--- config.mk ---
export PLATFORM = sky130hd
export DESIGN_NAME = gbn_cell
export DESIGN_NICKNAME = d
export VERILOG_FILES = /design/src/sv/gbn_pkg.sv /design/src/sv/gbn_cell.sv
export SDC_FILE = /design/constraint.sdc
export NUM_CORES = 1
export LEC_CHECK = 0
export BUFFER_PORTS_ARGS = -buffer_cell sky130_fd_sc_hd__buf_2
export CAP_MARGIN = 20
export CELL_PAD_IN_SITES_DETAIL_PLACEMENT = 1
export CELL_PAD_IN_SITES_GLOBAL_PLACEMENT = 2
export CORE_MARGIN = 2
export CORE_UTILIZATION = 32
export DETAILED_ROUTE_END_ITERATION = 12
export HOLD_SLACK_MARGIN = 0.05
export PLACE_DENSITY_LB_ADDON = 0.05
export SYNTH_ARGS = -nofsm -noshare
export SYNTH_HDL_FRONTEND = slang
export SYNTH_SLANG_ARGS = --single-unit
export TNS_END_PERCENT = 100
--- constraint.sdc ---
create_clock -name clk_i -period 0.8 [get_ports clk_i]
set_input_delay 0.16 -clock clk_i [delete_from_list [all_inputs] [get_ports clk_i]]
set_output_delay 0.16 -clock clk_i [all_outputs]
set_load 0.02 [all_outputs]
--- src/sv/gbn_pkg.sv ---
// Shared constants, types and tap lookup for the 9x9 border-normalised Gaussian blur.
package gbn_pkg;

  localparam int unsigned MAX_WIDTH = 1024;
  localparam int unsigned RADIUS    = 4;
  localparam int unsigned TAPS      = 2 * RADIUS + 1;
  localparam int unsigned RING_ROWS = 4 * RADIUS;
  localparam int unsigned COL_W     = $clog2(MAX_WIDTH);
  localparam int unsigned SLOT_W    = $clog2(RING_ROWS);
  localparam int unsigned ROW_W     = 12;
  localparam int unsigned WID_W     = 11;
  localparam int unsigned PIX_W     = 8;
  localparam int unsigned WT_W      = 16;
  localparam int unsigned NTAP      = 5;
  localparam int unsigned TAPS_LW   = $clog2(TAPS);
  localparam int unsigned VS_W      = WT_W + PIX_W + TAPS_LW;
  localparam int unsigned GS_W      = WT_W + TAPS_LW;
  localparam int unsigned WS_W      = 2 * GS_W;
  localparam int unsigned ACC_W     = VS_W + WT_W + TAPS_LW;
  localparam int unsigned QB        = 8;

  typedef logic [PIX_W-1:0] pix_t;
  typedef logic [WT_W-1:0]  wt_t;
  typedef wt_t [NTAP-1:0]   taps_t;

  // Token handed from cell to cell down the vertical chain
  typedef struct packed {
    logic                  vld;
    wt_t                   gx;
    logic [VS_W-1:0]       sum;
    pix_t [TAPS-1:0]       pix;
  } vtok_t;

  // One-dimensional weight at distance d; zero beyond the last tap
  function automatic wt_t tap_at(taps_t t, logic [3:0] d);
    wt_t r;
    r = '0;
    if (int'(d) < NTAP) r = t[d[2:0]];
    return r;
  endfunction

endpackage

--- src/sv/gbn_cell.sv ---
// One vertical cell: adds its row weight times the lowest pixel, shifts the pixels on.
module gbn_cell (
  input  logic           clk_i,
  input  logic           rst_ni,
  input  gbn_pkg::wt_t   gy_i,
  input  gbn_pkg::vtok_t tok_i,
  output gbn_pkg::vtok_t tok_o
);
  import gbn_pkg::*;

  vtok_t tok_q;

  always_ff @(posedge clk_i or negedge rst_ni) begin
    if (!rst_ni) begin
      tok_q <= '0;
    end else begin
      tok_q.vld <= tok_i.vld;
      tok_q.gx  <= tok_i.gx;
      tok_q.sum <= tok_i.sum + VS_W'(gy_i) * VS_W'(tok_i.pix[0]);
      for (int i = 0; i < TAPS - 1; i++) begin
        tok_q.pix[i] <= tok_i.pix[i+1];
      end
      tok_q.pix[TAPS-1] <= '0;
    end
  end

  assign tok_o = tok_q;

endmodule

==> metrics.txt <==
status complete, but fails checks; failing checks setup timing; CTS buffer count 9; Startpoint Class input port; Final Hold Viols 0; crit-path cells buf_12, buf_12, nand2_1, fa_1, inv_1, fa_1, fa_1, fa_1, ha_4, buf_4, nand4_1, a21oi_1, a21o_2, nand4_1, a41oi_2, xor2_1; DRC viols 0; Synth Instances 707; Primary FF master, synth dfrtp_1; CP arrival 4.06 ns; Most common cell on crit path fa_1; root buffer cell clkbuf_16; Hold-fix buffers, CTS 82; Initial Util 32.5%; Worst Hold Class input port to register; setup violators final 136; VDD IR-drop max 2.66 mV; CP bufs+invs 4; max reg flops 109; Total GRT Usage 21.6%; clock sinks 109; GRT overflow 0; post-synthesis xor/xnor area fraction 2.44%; Post-synth EDFFs 0; hpwl dp 19100 um; CTS Buffer Depth 2; first-pass GRT wire length 43000 um; Nets 1431; period utilisation layout 473%; initial antenna violation count 3; num rows 57; Avg Inst Size Synth 11.2 um2; Post-Synth Adder-Cell Area 34.7%; Simple-Gate Fraction of Synth Area 11.8%; crit end category register; Critical-path top delay cell fa_1; H-tree depth 3; TNS Setup -92.32 ns; final slew viol count 0; Yosys reg bits 109; largest net degree at the start of global routing 43; Antenna Nets Post-Route 0; vias in the first global route 7669; die area 25900 um2; IO buf count 243; Hold Path Stages 2; crit path from tok_i[0]; CP delay by family, top adder cells; PnR worst setup slack -2.98 ns; routability cong. 0.802; Compound-Gate Fraction of Synth Area 6.84%; Area contributors post-synth dfrtp_1 35%, fa_1 27%, ha_1 7.8%, inv_1 7.1%, and2_1 6.8%; Hold Path Origin tok_i[72]; Max Cap Viol 0; Synth Warn # 0; RSZ-0062 raised after global routing true; area leader, netlist dfrtp_1; Die H 161 um; largest family of logic cells by synthesized area adder cells; CTS tree done; via count 6614; delay of the slowest cell on the worst path 0.56 ns; Fmax 0.264 GHz; vias per cell 4.49; pwr dens 3690 nW/um2; routed len/inst 19.0 um; Synth cell types 53; Initial DRC Count 159; WS Path Type input port to register; Detailed Routing Iterations Pass 1 4; CTS clk-pin slew, worst paths 0.09 ns; Worst EP required 1.08 ns; area delta synth->final 68.6%; leak pwr 6.53 nW; mux contribution to synthesized area 0%; core box area 24200 um2; hold path endpoint tok_o[72]; post-synthesis async set-or-reset flop share 100%; share of layout cells above drive strength 1 46.9%; total routed wirelength 28000 um; Ports 252; area share of the largest cell type after synthesis 34.6%; sequential fraction of the synthesis area 34.6%; final core utilization 54.8%; synthesized cell area 7890 um2; final worst path period need 3.78 ns; Worst Path Max Fanout 5; Die Width 161 um
[cell usage in the layout (no fill, tap or decap), types with 8 or more instances in the layout]
master,netlist,layout
clkbuf_16,0,11
a21oi_4,1,9
conb_1,1,8
buf_2,1,114
ha_1,49,26
and2_4,0,16
dlygate4sd3_1,0,82
buf_12,0,14
xor2_1,12,11
nand2_2,0,11
dfrtp_1,109,109
inv_1,149,122
buf_6,5,135
buf_4,12,90
nand2_1,57,39
fa_2,0,15
and2_1,86,70
nand4_1,10,10
ha_4,0,23
fa_1,106,91
inv_2,0,26
[routing by layer]
| metal | wire [um] | track usage [%] | vias to the layer above |
|---|---|---|---|
| met5 | 0 | 0 | - |
| met4 | 684 | 6.25 | 0 |
| met3 | 1000 | 2.82 | 37 |
| met2 | 16300 | 43.5 | 163 |
| met1 | 10100 | 23.2 | 3415 |
| li1 | - | - | 2999 |
[power breakdown]
group | switching [W] | internal (W)
Sequential | 0.000465 | 0.00660
Clock | 0.00248 | 0.00233
Combinational | 0.0178 | 0.0194
Total | 0.0207 | 0.0284
[synth_stat cells, types with 7 or more instances]
master,count
inv_1,149
fa_1,106
nand4_1,10
ha_1,49
a21oi_1,20
clkbuf_1,10
a21o_1,7
and2_1,86
buf_4,12
nand2_1,57
dfrtp_1,109
xor2_1,12
o21ai_0,9
xnor2_1,10
[area by class of cell]
| cell class | instances | area (um2) |
|---|---|---|
| antenna | 3 | 7.51 |
| clock buffer | 9 | 225 |
| clock inverter | 7 | 96.3 |
| fill | 2572 | 11000 |
| inverter | 149 | 562 |
| multi-input combinational | 427 | 5200 |
| sequential | 109 | 2730 |
| tap | 324 | 405 |
| timing repair buffer | 445 | 4070 |
[logic make-up after synthesis]
group	count (synthesis)
simple gates	172
flops	109
buf+inv	178
fa+ha+maj	155
other cells	1
compound gates	70
xor+xnor	22
[worst max path at each step]
stage / cells past startpoint / slack (ns) / endpoint
4_1_cts: 16 / -3.00 / tok_o[99]
5_1_grt: 17 / -3.17 / tok_o[98]
3_3_place_gp: 17 / -3.64 / tok_o[99]
2_1_floorplan: 16 / -3.14 / tok_o[97]
3_5_place_dp: 20 / -3.69 / tok_o[99]
6_report: 16 / -2.98 / tok_o[98]
[timing repair]
item	CTS	global route
pin swaps	54	67
gates cloned	2	2
endpoints found under the setup margin	136	136
endpoints found under the hold margin	191	1
buffers inserted	7	18
gates resized for setup	337	89
[per-stage QoR]
| step | total power (W) | cell area [um2] | cells | hold WS [ns] | setup slack (ns) |
|---|---|---|---|---|---|
| 3_3_place_gp | 0.0338 | 10300 | 1347 | 0.0391 | -3.64 |
| 6_report | 0.0491 | 13300 | 1473 | 0.0302 | -2.98 |
| 2_1_floorplan | 0.0242 | 8230 | 714 | -0.136 | -3.14 |
| 5_1_grt | 0.0529 | 13300 | 1473 | 0.0231 | -3.17 |
| 3_5_place_dp | 0.0342 | 10300 | 1347 | 0.0421 | -3.69 |
| 4_1_cts | 0.0452 | 12700 | 1453 | 0.0222 | -3.00 |
Power figures use the tool's default switching activity.
