$ cat config.mk
export PLATFORM = sky130hd
export DESIGN_NAME = gbn_div
export DESIGN_NICKNAME = d
export VERILOG_FILES = /design/src/sv/gbn_pkg.sv /design/src/sv/gbn_div.sv
export SDC_FILE = /design/constraint.sdc
export NUM_CORES = 1
export LEC_CHECK = 0
export ABC_AREA = 1
export BUFFER_PORTS_ARGS = -buffer_cell sky130_fd_sc_hd__buf_4
export CORE_MARGIN = 2
export CORE_UTILIZATION = 36
export CTS_BUF_LIST = sky130_fd_sc_hd__clkbuf_16
export DETAILED_ROUTE_END_ITERATION = 6
export GPL_ROUTABILITY_DRIVEN = 1
export PLACE_DENSITY = 0.57
export SLEW_MARGIN = 25
export SYNTH_ARGS = -nofsm -noshare
export SYNTH_HDL_FRONTEND = slang
export SYNTH_SLANG_ARGS = --single-unit
$ cat constraint.sdc
create_clock -name clk_i -period 4.1 [get_ports clk_i]
set_clock_uncertainty 0.15 [all_clocks]
set_input_delay 0.41 -clock clk_i [delete_from_list [all_inputs] [get_ports clk_i]]
set_output_delay 0.41 -clock clk_i [all_outputs]
set_load 0.005 [all_outputs]
$ cat src/sv/gbn_pkg.sv
// Shared constants, types and tap lookup for the 9x9 border-normalised Gaussian blur.
package gbn_pkg;

  localparam int unsigned MAX_WIDTH = 1024;
  localparam int unsigned RADIUS    = 4;
  localparam int unsigned TAPS      = 2 * RADIUS + 1;
  localparam int unsigned RING_ROWS = 4 * RADIUS;
  localparam int unsigned COL_W     = $clog2(MAX_WIDTH);
  localparam int unsigned SLOT_W    = $clog2(RING_ROWS);
  localparam int unsigned ROW_W     = 12;
  localparam int unsigned WID_W     = 11;
  localparam int unsigned PIX_W     = 8;
  localparam int unsigned WT_W      = 16;
  localparam int unsigned NTAP      = 5;
  localparam int unsigned TAPS_LW   = $clog2(TAPS);
  localparam int unsigned VS_W      = WT_W + PIX_W + TAPS_LW;
  localparam int unsigned GS_W      = WT_W + TAPS_LW;
  localparam int unsigned WS_W      = 2 * GS_W;
  localparam int unsigned ACC_W     = VS_W + WT_W + TAPS_LW;
  localparam int unsigned QB        = 8;

  typedef logic [PIX_W-1:0] pix_t;
  typedef logic [WT_W-1:0]  wt_t;
  typedef wt_t [NTAP-1:0]   taps_t;

  // Token handed from cell to cell down the vertical chain
  typedef struct packed {
    logic                  vld;
    wt_t                   gx;
    logic [VS_W-1:0]       sum;
    pix_t [TAPS-1:0]       pix;
  } vtok_t;

  // One-dimensional weight at distance d; zero beyond the last tap
  function automatic wt_t tap_at(taps_t t, logic [3:0] d);
    wt_t r;
    r = '0;
    if (int'(d) < NTAP) r = t[d[2:0]];
    return r;
  endfunction

endpackage

$ cat src/sv/gbn_div.sv
// Restoring divider, one quotient bit a cycle; quotient known to fit in QB bits.
module gbn_div (
  input  logic                      clk_i,
  input  logic                      rst_ni,
  input  logic                      start_i,
  input  logic [gbn_pkg::ACC_W-1:0] dvd_i,
  input  logic [gbn_pkg::WS_W-1:0]  dvs_i,
  output logic                      done_o,
  output logic [gbn_pkg::QB-1:0]    quo_o
);
  import gbn_pkg::*;

  localparam int unsigned CNT_W = $clog2(QB);

  logic             busy_q, done_q, zero_q;
  logic [CNT_W-1:0] cnt_q;
  logic [ACC_W-1:0] rem_q, dsh_q;
  logic [QB-1:0]    quo_q;

  always_ff @(posedge clk_i or negedge rst_ni) begin
    if (!rst_ni) begin
      busy_q <= 1'b0;
      done_q <= 1'b0;
      zero_q <= 1'b0;
      cnt_q  <= '0;
      rem_q  <= '0;
      dsh_q  <= '0;
      quo_q  <= '0;
    end else begin
      done_q <= 1'b0;
      if (start_i) begin
        busy_q <= 1'b1;
        zero_q <= (dvs_i == '0);
        cnt_q  <= CNT_W'(QB - 1);
        rem_q  <= dvd_i;
        dsh_q  <= ACC_W'(dvs_i) << (QB - 1);
        quo_q  <= '0;
      end else if (busy_q) begin
        if (rem_q >= dsh_q) begin
          rem_q <= rem_q - dsh_q;
          quo_q <= {quo_q[QB-2:0], 1'b1};
        end else begin
          quo_q <= {quo_q[QB-2:0], 1'b0};
        end
        dsh_q <= dsh_q >> 1;
        if (cnt_q == '0) begin
          busy_q <= 1'b0;
          done_q <= 1'b1;
        end else begin
          cnt_q <= cnt_q - CNT_W'(1);
        end
      end
    end
  end

  assign done_o = done_q;
  assign quo_o  = zero_q ? '0 : quo_q;

endmodule

==> out/metrics.cfg <==
[sta]
worst_slack_ps = 1160
timing.fmax_ghz = 0.340
relSlewSlack_pct = 36.0
slew_violations = 0
rsz0062_at_grt = no
timing.final.crit_period_ps = 2940
setup_tns_ps = 0
fin_crit_sh_pct = 71.7
whs_ps = 171
finalHoldViolCount = 0
setup_viol = 0
worstMarginPinSlew_ps = 961

[routing]
vias = 9567
drt_iter0_markers = 656
wl_met1_um = 14800
drtAntennaViolNets = 0
wl_per_cell_um = 15.1
vias_per_cell = 4.85
dr.pass1.iters = 4
drc = 0
wl_met3_um = 999
top_layer = met4
met2WireLength_um = 13400
wirelength_um = 29700

[pwr]
power_mw = 7.18
max-vdd-ir-drop_mv = 0.306
p_per_area_nw_per_um2 = 670
leakage_nw = 6.07

[synth]
syn_inst = 1563
avgSynthCellArea_sq_um = 6.00
synthTopCellsByCount = 582 x nand2_1, 280 x inv_1, 140 x a21oi_1
synth_most_common_cell = nand2_1
yosys_warnings = 0
synth_seq_cells = 109
synth-seq-area-share_pct = 29.1
synthArstFlopShare_pct = 100
synth_ff_type = dfrtp_1
ys_top_cells_by_area = dfrtp_1 29%, nand2_1 23%, inv_1 11%, a21oi_1 7.5%, ha_1 6.5%
synth_cell_types = 36
synth_edf_count = 0
syn_nets = 1704
yosysTopAreaCell = dfrtp_1
netlist.area_leader.share_pct = 29.1
synth_area_sq_um = 9390

[critical_path]
crit_path_max_incr_delay_ps = 490
cpLargestDelayFamily = simple AND/OR/NAND/NOR gates
rrSetupSlack_ps = 1160
cpMostUsedCell = nand2_1
critPathKind = reg -> reg
critPathSlowestCell = buf_4
crit_fanout = 49
worst-path-buf-inv = 3
cp-start-kind = flip-flop
required_ps = 4260
crit_chain = inv_1 -> ha_1 -> inv_1 -> fa_1 -> nand3_1 -> nand3_2 -> nand2_1 -> nand2_2 -> nand2_1 -> nand2_2 -> nand3_2 -> nand4_2 -> nand2_4 -> buf_4 -> nand3_1 -> nand2_1
critPathCaptureType = flip-flop
worstPathArrival_ps = 3100

[global_route]
grt_max_degree = 99
grt_pass1_wl_um = 47700
antenna_found_initial = 0
grt_pass1_vias = 9235
overflow = 0
grtUsageTotal_pct = 22.3

[floorplan]
initial_core_util_pct = 36.3
io_pins = 100
core_sq_um = 25800
die_w_um = 165
die-height_um = 165
rows = 59
die_area_sq_um = 27400

[finish]
drive_above_1_share_pct = 9.52
fin_area_sq_um = 10700
instances_no_fill = 1974
nNetsFinal = 1775
diodes = 0
area_growth_pct = 14.2
fin_util_pct = 41.5

[run_status]
status = complete, no violations

[clock_tree]
cts_root_buf = clkbuf_16
postCtsSetupRepairBufs = 0
insertion_delay_ps = 370
cts_sinks = 109
cts_max_path_buffers = 2
cts_tree = yes
cts-htree-levels = 3
cts.clk_slew.worst_paths_ps = 80
cts-buffers-inserted = 9

[placement]
pre_cts_ws_ps = 1190
dp_hpwl_um = 23400
dp_cells = 1957
placed_area_sq_um = 10400
port_buffers = 99
gp_congestion = 0.963

[job]
max_cap_viol_count = 0

[min_path]
hp-class = in -> reg

## registers in the layout, summed over array words and instances (netlist names)
register / cells
quo_q: 8
zero_q: 1
rem_q: 48
done_o: 1
dsh_q: 47
cnt_q: 3
busy_q: 1
## cell families after synthesis
logic type,count (synthesis),share of synthesized area (%)
AO/OA/AOI/OAI,192,10.6
AND/OR/NAND/NOR,860,38.1
buffers and inverters,334,13.8
XOR/XNOR,18,1.68
flip-flops,109,29.1
adder cells (fa/ha/maj),50,6.75
## where the power goes
part	switching, mW	total (mW)	internal [mW]
Sequential	0.170	1.54	1.37
Combinational	3.11	4.68	1.56
Clock	0.478	0.970	0.492
Total	3.76	7.18	3.43
## layer usage
metal	up-vias	GRT usage (%)
li1	4975	-
met1	4384	31.8
met2	183	36.3
met3	25	1.95
met4	0	6.00
met5	-	0
## path summary, 6_finish.rpt
check | start | end | depth (start not counted)
setup / recovery | rem_q[0]$_DFFE_PN0P_ | rem_q[32]$_DFFE_PN0P_ | 16
hold / removal | dvs_i[29] | dsh_q[36]$_DFFE_PN0P_ | 3
setup reg to reg | rem_q[0]$_DFFE_PN0P_ | rem_q[32]$_DFFE_PN0P_ | 16
hold reg to reg | cnt_q[2]$_DFFE_PN0P_ | cnt_q[2]$_DFFE_PN0P_ | 1
max in group asynchronous | rst_ni | rem_q[18]$_DFFE_PN0P_ | 3
min in group asynchronous | rst_ni | cnt_q[2]$_DFFE_PN0P_ | 2
## placed cells by master, fill, tap and decap left out, types with 3 or more instances in the layout
cell type and count:
a21oi_1 140, and2_1 3, buf_4 106, clkbuf_16 9
clkinv_4 3, dfrtp_1 109, ha_1 49, inv_1 279
inv_2 6, inv_8 3, nand2_1 582, nand2_2 7
nand3_1 119, nand3b_1 6, nand4_1 14, nor2_1 92
nor2_2 7, nor3_1 6, nor4_1 11, o21ai_0 30
o22ai_1 16, or2_2 5, xnor2_1 18
## worst reg2reg max path, stage by stage, from the launching register on
cell,delay (ps)
dfrtp_1,380
inv_1,60
ha_1,160
inv_1,70
fa_1,450
nand3_1,110
nand3_2,110
nand2_1,90
nand2_2,70
nand2_1,70
nand2_2,80
nand3_2,70
nand4_2,110
nand2_4,90
buf_4,490
nand3_1,200
nand2_1,100
## area by class of cell
class | count | area [sq um]
Inverter | 286 | 1070
Sequential cell | 109 | 2730
Tap cell | 335 | 419
Timing Repair Buffer | 108 | 817
Clock inverter | 7 | 90.1
Fill cell | 2862 | 15100
Clock buffer | 9 | 225
Multi-Input combinational cell | 1120 | 5370
## repair_timing
action                                 in CTS  in global routing
gates resized for setup                     0                  0
hold buffers                                0                  1
setup endpoints to repair                   0                  0
endpoints found under the hold margin       0                 64
Power figures use the tool's default switching activity.
